## config.mk

```make
export PLATFORM = sky130hd
export DESIGN_NAME = sliding_median_filter_two_channel
export DESIGN_NICKNAME = d
export VERILOG_FILES = /design/src/smf_pkg.sv /design/src/smf_cell.sv /design/src/sliding_median_filter_two_channel.sv
export SDC_FILE = /design/constraint.sdc
export NUM_CORES = 2
export LEC_CHECK = 0
export ABC_AREA = 1
export BUFFER_PORTS_ARGS = -buffer_cell sky130_fd_sc_hd__buf_4
export CORE_MARGIN = 5
export CORE_UTILIZATION = 55
export CTS_CLUSTER_DIAMETER = 150
export DETAILED_ROUTE_END_ITERATION = 8
export PLACE_DENSITY = 0.74
export SYNTH_ARGS = -nofsm -noshare
export SYNTH_HDL_FRONTEND = slang
export SYNTH_SLANG_ARGS = --single-unit
```

## constraint.sdc

```tcl
create_clock -name i_clk -period 23.3 [get_ports i_clk]
set_input_delay 4.66 -clock i_clk [delete_from_list [all_inputs] [get_ports i_clk]]
set_output_delay 4.66 -clock i_clk [all_outputs]
set_load 0.1 [all_outputs]
```

## src/smf_pkg.sv

```systemverilog
package smf_pkg;

    localparam int MAX_WINDOW = 15;
    localparam int CW         = $clog2(MAX_WINDOW);
    localparam int CNT_W      = $clog2(MAX_WINDOW + 1);
    localparam int CAP        = (MAX_WINDOW % 2 == 1) ? MAX_WINDOW : (MAX_WINDOW - 1);
    localparam int CFG_W      = 4;
    localparam int IDX_W      = 16;
    localparam int DATA_W     = 32;

    localparam logic [CFG_W-1:0] LEN_RESET = CFG_W'(3);

    typedef struct packed {
        logic signed [DATA_W-1:0] diameter;
        logic signed [DATA_W-1:0] sharpness;
        logic                     seq_start;
    } t_in_beat;

    typedef struct packed {
        logic signed [DATA_W-1:0] median_diameter;
        logic signed [DATA_W-1:0] median_sharpness;
        logic        [IDX_W-1:0]  center_index;
    } t_out_beat;

    typedef struct packed {
        logic signed [DATA_W-1:0] d;
        logic signed [DATA_W-1:0] s;
    } t_pair;

    typedef struct packed {
        logic          shift;
        logic          load;
        logic          run;
        logic [CW-1:0] step;
    } t_cell_ctl;

endpackage

```

## src/smf_cell.sv

```systemverilog
module smf_cell import smf_pkg::*; (
    input  logic             i_clk,
    input  t_cell_ctl        i_ctl,
    input  logic [CW-1:0]    i_pos,
    input  logic [CNT_W-1:0] i_len,
    input  logic [CW-1:0]    i_half,
    input  t_pair            i_shift_in,
    input  t_pair            i_ring_in,
    input  t_pair            i_probe_in,
    output t_pair            o_sample,
    output t_pair            o_probe,
    output logic             o_match_d,
    output logic             o_match_s
);

    t_pair         r_sample;
    t_pair         r_probe;
    logic [CW-1:0] r_rank_d;
    logic [CW-1:0] r_rank_s;

    logic [CW:0]   j_wide;
    logic [CW-1:0] j_pos;
    logic          in_win;
    logic          older;
    logic          hit_d;
    logic          hit_s;

    // window position of the sample the probe carries at this step
    always_comb begin
        if (i_ctl.step <= i_pos) begin
            j_wide = {1'b0, i_pos} - {1'b0, i_ctl.step};
        end else begin
            j_wide = {1'b0, i_pos} + (CW + 1)'(MAX_WINDOW) - {1'b0, i_ctl.step};
        end
    end

    assign j_pos  = j_wide[CW-1:0];
    assign in_win = CNT_W'(j_pos) < i_len;
    assign older  = j_pos < i_pos;

    // stable rank: equal values are ordered by window position
    assign hit_d = in_win && (($signed(r_probe.d) < $signed(r_sample.d)) ||
                              ((r_probe.d == r_sample.d) && older));
    assign hit_s = in_win && (($signed(r_probe.s) < $signed(r_sample.s)) ||
                              ((r_probe.s == r_sample.s) && older));

    always_ff @(posedge i_clk) begin
        if (i_ctl.shift) begin
            r_sample <= i_shift_in;
        end
        if (i_ctl.load) begin
            r_probe  <= i_ring_in;
            r_rank_d <= '0;
            r_rank_s <= '0;
        end else if (i_ctl.run) begin
            r_probe  <= i_probe_in;
            r_rank_d <= r_rank_d + CW'(hit_d);
            r_rank_s <= r_rank_s + CW'(hit_s);
        end
    end

    assign o_sample  = r_sample;
    assign o_probe   = r_probe;
    assign o_match_d = (CNT_W'(i_pos) < i_len) && (r_rank_d == i_half);
    assign o_match_s = (CNT_W'(i_pos) < i_len) && (r_rank_s == i_half);

endmodule

```

## src/sliding_median_filter_two_channel.sv

```systemverilog
// Two-channel running median over an odd window of paired Q16.16 samples.
// Input channel (i_in_*): one beat carries diameter, sharpness and seq_start.
// Output channel (o_out_*): one beat carries both medians and the index of
// the window's centre sample. Config channel (i_cfg_*): window length,
// always ready; even lengths round up to the next odd one.
// The window is a row of cells that shift on each input beat. Each cell ranks
// its own sample by comparing against probes that circulate around the row,
// one step per cycle, so a beat that produces a result passes through the
// load, run and emit states before the result is registered at the output.
// A beat with no result (window not yet full) leaves the block idle. One beat
// is processed at a time; the block accepts no new beat while it works on one.
// If the receiver stalls, the result waits in the output register and the
// block holds the finished median until the register frees, then it returns
// to accepting input.
// Reset clears the fill count, the sample index and the state, and sets the
// window length to 3. seq_start restarts the sequence at index 0.
module sliding_median_filter_two_channel import smf_pkg::*; (
    input  logic             i_clk,
    input  logic             i_rst_n,
    input  logic             i_in_valid,
    output logic             o_in_ready,
    input  t_in_beat         i_in_data,
    output logic             o_out_valid,
    input  logic             i_out_ready,
    output t_out_beat        o_out_data,
    input  logic             i_cfg_valid,
    output logic             o_cfg_ready,
    input  logic [CFG_W-1:0] i_cfg_data
);

    typedef enum logic [3:0] {
        S_IDLE = 4'b0001,
        S_LOAD = 4'b0010,
        S_RUN  = 4'b0100,
        S_EMIT = 4'b1000
    } t_state;

    t_state           r_state, n_state;
    logic [CFG_W-1:0] r_cfg;
    logic [CNT_W-1:0] r_fill;
    logic [IDX_W-1:0] r_index;
    logic [CNT_W-1:0] r_len;
    logic [CW-1:0]    r_half;
    logic [IDX_W-1:0] r_center;
    logic [CW-1:0]    r_step;
    logic             r_out_valid;
    t_out_beat        r_out;

    logic             in_acc;
    logic             emit_go;
    logic [CFG_W-1:0] len_odd;
    logic [CNT_W-1:0] len_eff;
    logic [CNT_W-1:0] n_fill;
    logic [IDX_W-1:0] cur_index;
    logic [CNT_W-1:0] len_m1;
    logic [CW-1:0]    half_eff;
    t_cell_ctl        ctl;
    t_pair            new_pair;
    t_pair            sample [MAX_WINDOW];
    t_pair            probe  [MAX_WINDOW];
    logic [MAX_WINDOW-1:0] match_d;
    logic [MAX_WINDOW-1:0] match_s;
    logic signed [DATA_W-1:0] med_d;
    logic signed [DATA_W-1:0] med_s;

    assign o_cfg_ready = 1'b1;
    assign o_in_ready  = (r_state == S_IDLE);
    assign in_acc      = i_in_valid && o_in_ready;
    assign emit_go     = (r_state == S_EMIT) && (!r_out_valid || i_out_ready);

    // effective window length: round up to odd, clamp to capacity
    always_comb begin
        len_odd = {r_cfg[CFG_W-1:1], 1'b1};
        if (int'(len_odd) > CAP) begin
            len_eff = CNT_W'(CAP);
        end else begin
            len_eff = CNT_W'(len_odd);
        end
    end

    assign len_m1   = len_eff - CNT_W'(1);
    assign half_eff = CW'(len_m1 >> 1);

    always_comb begin
        if (i_in_data.seq_start) begin
            n_fill    = CNT_W'(1);
            cur_index = '0;
        end else begin
            n_fill    = (r_fill < CNT_W'(MAX_WINDOW)) ? r_fill + CNT_W'(1) : r_fill;
            cur_index = r_index;
        end
    end

    always_comb begin
        n_state = r_state;
        case (r_state)
            S_IDLE: begin
                if (in_acc && (n_fill >= len_eff)) begin
                    n_state = S_LOAD;
                end
            end
            S_LOAD: begin
                n_state = S_RUN;
            end
            S_RUN: begin
                if (r_step == CW'(MAX_WINDOW - 1)) begin
                    n_state = S_EMIT;
                end
            end
            S_EMIT: begin
                if (emit_go) begin
                    n_state = S_IDLE;
                end
            end
            default: begin
                n_state = S_IDLE;
            end
        endcase
    end

    always_ff @(posedge i_clk) begin
        if (!i_rst_n) begin
            r_state     <= S_IDLE;
            r_cfg       <= LEN_RESET;
            r_fill      <= '0;
            r_index     <= '0;
            r_step      <= '0;
            r_out_valid <= 1'b0;
        end else begin
            r_state <= n_state;
            if (i_cfg_valid) begin
                r_cfg <= i_cfg_data;
            end
            if (in_acc) begin
                r_fill  <= n_fill;
                r_index <= cur_index + IDX_W'(1);
            end
            if (r_state == S_LOAD) begin
                r_step <= CW'(1);
            end else if (r_state == S_RUN) begin
                r_step <= r_step + CW'(1);
            end
            if (emit_go) begin
                r_out_valid <= 1'b1;
            end else if (i_out_ready) begin
                r_out_valid <= 1'b0;
            end
        end
    end

    always_ff @(posedge i_clk) begin
        if (in_acc) begin
            r_len    <= len_eff;
            r_half   <= half_eff;
            r_center <= cur_index - IDX_W'(half_eff);
        end
        if (emit_go) begin
            r_out.median_diameter  <= med_d;
            r_out.median_sharpness <= med_s;
            r_out.center_index     <= r_center;
        end
    end

    assign ctl.shift = in_acc;
    assign ctl.load  = (r_state == S_LOAD);
    assign ctl.run   = (r_state == S_RUN);
    assign ctl.step  = r_step;

    assign new_pair.d = i_in_data.diameter;
    assign new_pair.s = i_in_data.sharpness;

    for (genvar g = 0; g < MAX_WINDOW; g++) begin : g_cell
        smf_cell u_cell (
            .i_clk      (i_clk),
            .i_ctl      (ctl),
            .i_pos      (CW'(g)),
            .i_len      (r_len),
            .i_half     (r_half),
            .i_shift_in ((g == 0) ? new_pair : sample[(g + MAX_WINDOW - 1) % MAX_WINDOW]),
            .i_ring_in  (sample[(g + MAX_WINDOW - 1) % MAX_WINDOW]),
            .i_probe_in (probe[(g + MAX_WINDOW - 1) % MAX_WINDOW]),
            .o_sample   (sample[g]),
            .o_probe    (probe[g]),
            .o_match_d  (match_d[g]),
            .o_match_s  (match_s[g])
        );
    end

    // exactly one cell per channel holds the median rank
    always_comb begin
        med_d = '0;
        med_s = '0;
        for (int k = 0; k < MAX_WINDOW; k++) begin
            med_d = med_d | (match_d[k] ? sample[k].d : '0);
            med_s = med_s | (match_s[k] ? sample[k].s : '0);
        end
    end

    assign o_out_valid = r_out_valid;
    assign o_out_data  = r_out;

    a_one_median: assert property (@(posedge i_clk) disable iff (!i_rst_n)
        (r_state == S_EMIT) |-> ($onehot(match_d) && $onehot(match_s)))
        else $error("median rank not unique");

    a_fill_cap: assert property (@(posedge i_clk) disable iff (!i_rst_n)
        r_fill <= CNT_W'(MAX_WINDOW))
        else $error("fill count above window capacity");

    a_restart: assert property (@(posedge i_clk) disable iff (!i_rst_n)
        (in_acc && i_in_data.seq_start) |=> (r_index == IDX_W'(1) && r_fill == CNT_W'(1)))
        else $error("sequence start did not restart the window");

    a_odd_len: assert property (@(posedge i_clk) disable iff (!i_rst_n)
        (r_state != S_IDLE) |-> (r_len[0] == 1'b1))
        else $error("even window length in use");

    a_no_accept_busy: assert property (@(posedge i_clk) disable iff (!i_rst_n)
        (r_state == S_RUN) |=> !$rose(r_fill == '0))
        else $error("window cleared while ranking");

endmodule
```

==> out/metrics.cfg <==
[logic_synthesis]
ys_async_sr_fraction=0
synth_flop_cell=edfxtp_1
ys_seq_area_frac=0.566
synthCells=11200
syn_avg_cell_area_um2=10.0
ys_types=60
synth_seq_cells=2171
yosysWarnings=0
syn_nets=12400
synth_edf_count=2019
syn-cell-area_mm2=0.112

[sta]
finClkSkew_ns=0.0407
rsz0062_at_grt=no
finalMaxSlewViolations=0
hold_viol_final=0
fmaxAchievable_mhz=126
setup_viol=0
final.setup.tns_ns=0
slew_headroom=0.0226
fin_crit_ns=7.91
fin_crit_sh=0.340
worst_slew_pin_slew_ns=1.45

[floorplan]
die_width_um=462
io_pins=157
dieHeight_um=462
die_area_mm2=0.214
rows=166
initial_utilization=0.551
core_mm2=0.204

[drt]
firstDrtPassIters=9
wl_per_cell_um=23.2
route.met3.wl_um=42600
wl_met2_um=144000
drtIter0Drc=12200
num_vias=85000
route.detailed.drc=0
antenna_left=0
drt-met1-wl_um=127000
viasPerCell=5.97
topRoutingLayerUsed=met5
finalWirelength_um=331000

[worst_setup_path]
ff2ff_path_depth=9
crit_start=i_in_valid
cp.arrival_ns=8.42
reg2reg_to=g_cell[0].u_cell.o_probe[9]
rrSetupSlack_ns=16.84
rr_startpoint=r_state[0]
worst-setup-path-type=in -> reg
cp-end-kind=flop
required_ns=23.81
crit_path_max_fanout=167
startpoint_type=input port
critical_path.endpoint=g_cell[13].u_cell.o_sample[51]

[run_status]
failed_checks=max-capacitance violations
outcome=finished with violations

[global_route]
overflow=0
grt_pass1_vias=82400
antenna_found_initial=41
track_usage=0.303
grt_pass1_wl_um=483000
grt_max_degree=234

[clock_network]
cts_made_buffers=226
clk_latency_ns=0.91
clockBufferDepth=3
holdBufCountCts=0
numClockSinks=2171
clkTransAtPathRegs_ns=0.06
cts-root-buf=clkbuf_16
cts_resized=0
h-tree-depth=4
cts_tree=yes
postCtsSetupRepairBufs=0

[power]
switching_share=0.303
power_switching_w=0.00311
power.leakage_nw=53.9
p_clk_frac=0.345
ir_drop_v=0.0000603
p_int_w=0.00714
finalPower_w=0.0103
pwr-share-seq=0.480
p_comb_frac=0.175
power.density_mw_per_mm2=83.1

[placed_design]
dp.cells=13800
hpwl_um=235000
numPortBuffers=154
gp_congestion=0.954

[layout]
fin_cells=14200
syn_to_final_growth_pct=9.70
nFillCells=16000
multi_input_area_mm2=0.0421
nets=12500
seq_area_mm2=0.0637
layout-drive-gt1-share=0.0552

[flow_run]
cap_violations=1

[hold_path]
hold_class=reg -> reg

==> worst min path at each step <==
stage                                     end                      startpoint  slack [ns]  cells after the start
2_1_floorplan                   o_out_data[0]                     r_center[0]        0.40                      0
3_3_place_gp   g_cell[14].u_cell.o_sample[33]  g_cell[13].u_cell.o_sample[33]        0.43                      0
3_5_place_dp                    o_out_data[5]                     r_center[5]        0.40                      0
4_1_cts        g_cell[12].u_cell.o_sample[26]  g_cell[11].u_cell.o_sample[26]        0.41                      0
5_1_grt                         o_out_data[0]                     r_center[0]        0.43                      0
6_report       g_cell[13].u_cell.o_sample[17]  g_cell[12].u_cell.o_sample[17]        0.42                      0
==> power groups by stage <==
stage / combinational [W] / sequential, W / clock, W
after floorplan: 0.00104 / 0.00506 / 0
after CTS: 0.00176 / 0.00492 / 0.00355
after global routing: 0.00195 / 0.00496 / 0.00372
final: 0.00180 / 0.00493 / 0.00353
after detailed placement: 0.00174 / 0.00500 / 0
after global placement: 0.00167 / 0.00497 / 0
==> flip-flops by register name, summed over array words and instances, names as in the netlist <==
| register | flops |
|---|---|
| g_cell.u_cell.o_probe | 960 |
| g_cell.u_cell.o_sample | 960 |
| g_cell.u_cell.r_rank_d | 60 |
| g_cell.u_cell.r_rank_s | 60 |
| o_out_data | 80 |
| o_out_valid | 1 |
| r_center | 16 |
| r_cfg | 3 |
| r_fill | 4 |
| r_half | 3 |
| r_index | 16 |
| r_state | 4 |
| r_step | 4 |
==> area by class of cell <==
| class | instances | area share |
|---|---|---|
| inverter | 1378 | 0.0421 |
| timing repair buffer | 245 | 0.0153 |
| antenna | 11 | 0.000223 |
| multi-input combinational | 7325 | 0.341 |
| tap | 2688 | 0.0273 |
| clock inverter | 135 | 0.00928 |
| sequential | 2171 | 0.516 |
| clock buffer | 285 | 0.0484 |
==> routing by layer <==
layer  GRT usage  vias to the layer above
met5           0                        -
met4       0.139                       28
met3      0.0791                      847
met2       0.455                     4629
met1       0.416                    40400
li1            -                    39100
==> critical path, cell delays in order <==
cell and delay (ns):
buf_4 0.08, nand2_1 0.04, buf_4 0.22, inv_8 0.63, buf_4 0.94, buf_4 0.78
buf_12 0.78
==> layout by cell type, fill, tap and decap left out, types with 14 or more instances in the layout <==
cell          n
nor3_1       78
clkinv_1     51
edfxtp_1   2019
clkbuf_16   228
a21oi_1     619
nor4_1       26
ha_1       1086
nand3_1     357
dfxtp_1     152
nor2_1      683
clkbuf_1     52
o21ai_0    1231
inv_1      1360
nand4_1     144
a21o_1       26
o22ai_1     257
nor3b_1      14
xor2_1       43
buf_4       241
nand2_1    2578
o21a_1       39
clkinv_2     55
==> logic make-up (layout without fill, tap and decap cells) <==
family / count (synthesis) / in the layout / synth area share
AND/OR/NAND/NOR: 3942 / 3942 / 0.143
XOR/XNOR: 57 / 57 / 0.00444
other: 1 / 12 / 0.0000333
flip-flops: 2171 / 2171 / 0.566
buffers and inverters: 1742 / 2043 / 0.0603
adder cells (fa/ha/maj): 1087 / 1087 / 0.121
AO/OA/AOI/OAI: 2238 / 2238 / 0.105
==> cell usage after synthesis, drive strengths merged (43+ instances only) <==
cell	count	area, um2
xor2	43	377
a21oi	621	3120
nor2	686	2580
nand2	2589	9740
edfxtp	2019	60600
buf	119	686
o21ai	1242	6220
dfxtp	152	3040
ha	1086	13600
nand4	144	901
clkbuf	245	921
nand3	363	1830
inv	1375	5160
nor3	85	473
o22ai	257	1610
==> stage by stage <==
stage	setup slack, ns	utilization	hold slack (ns)	cell area (um2)
finish	15.39	0.605	0.419	123000
global route	15.29	0.605	0.426	123000
CTS	15.49	0.605	0.412	123000
detailed placement	14.54	0.570	0.405	116000
global placement	14.57	0.570	0.427	116000
floorplan	1.32	-	0.400	112000
No activity file was read; power rests on OpenSTA's default activity.
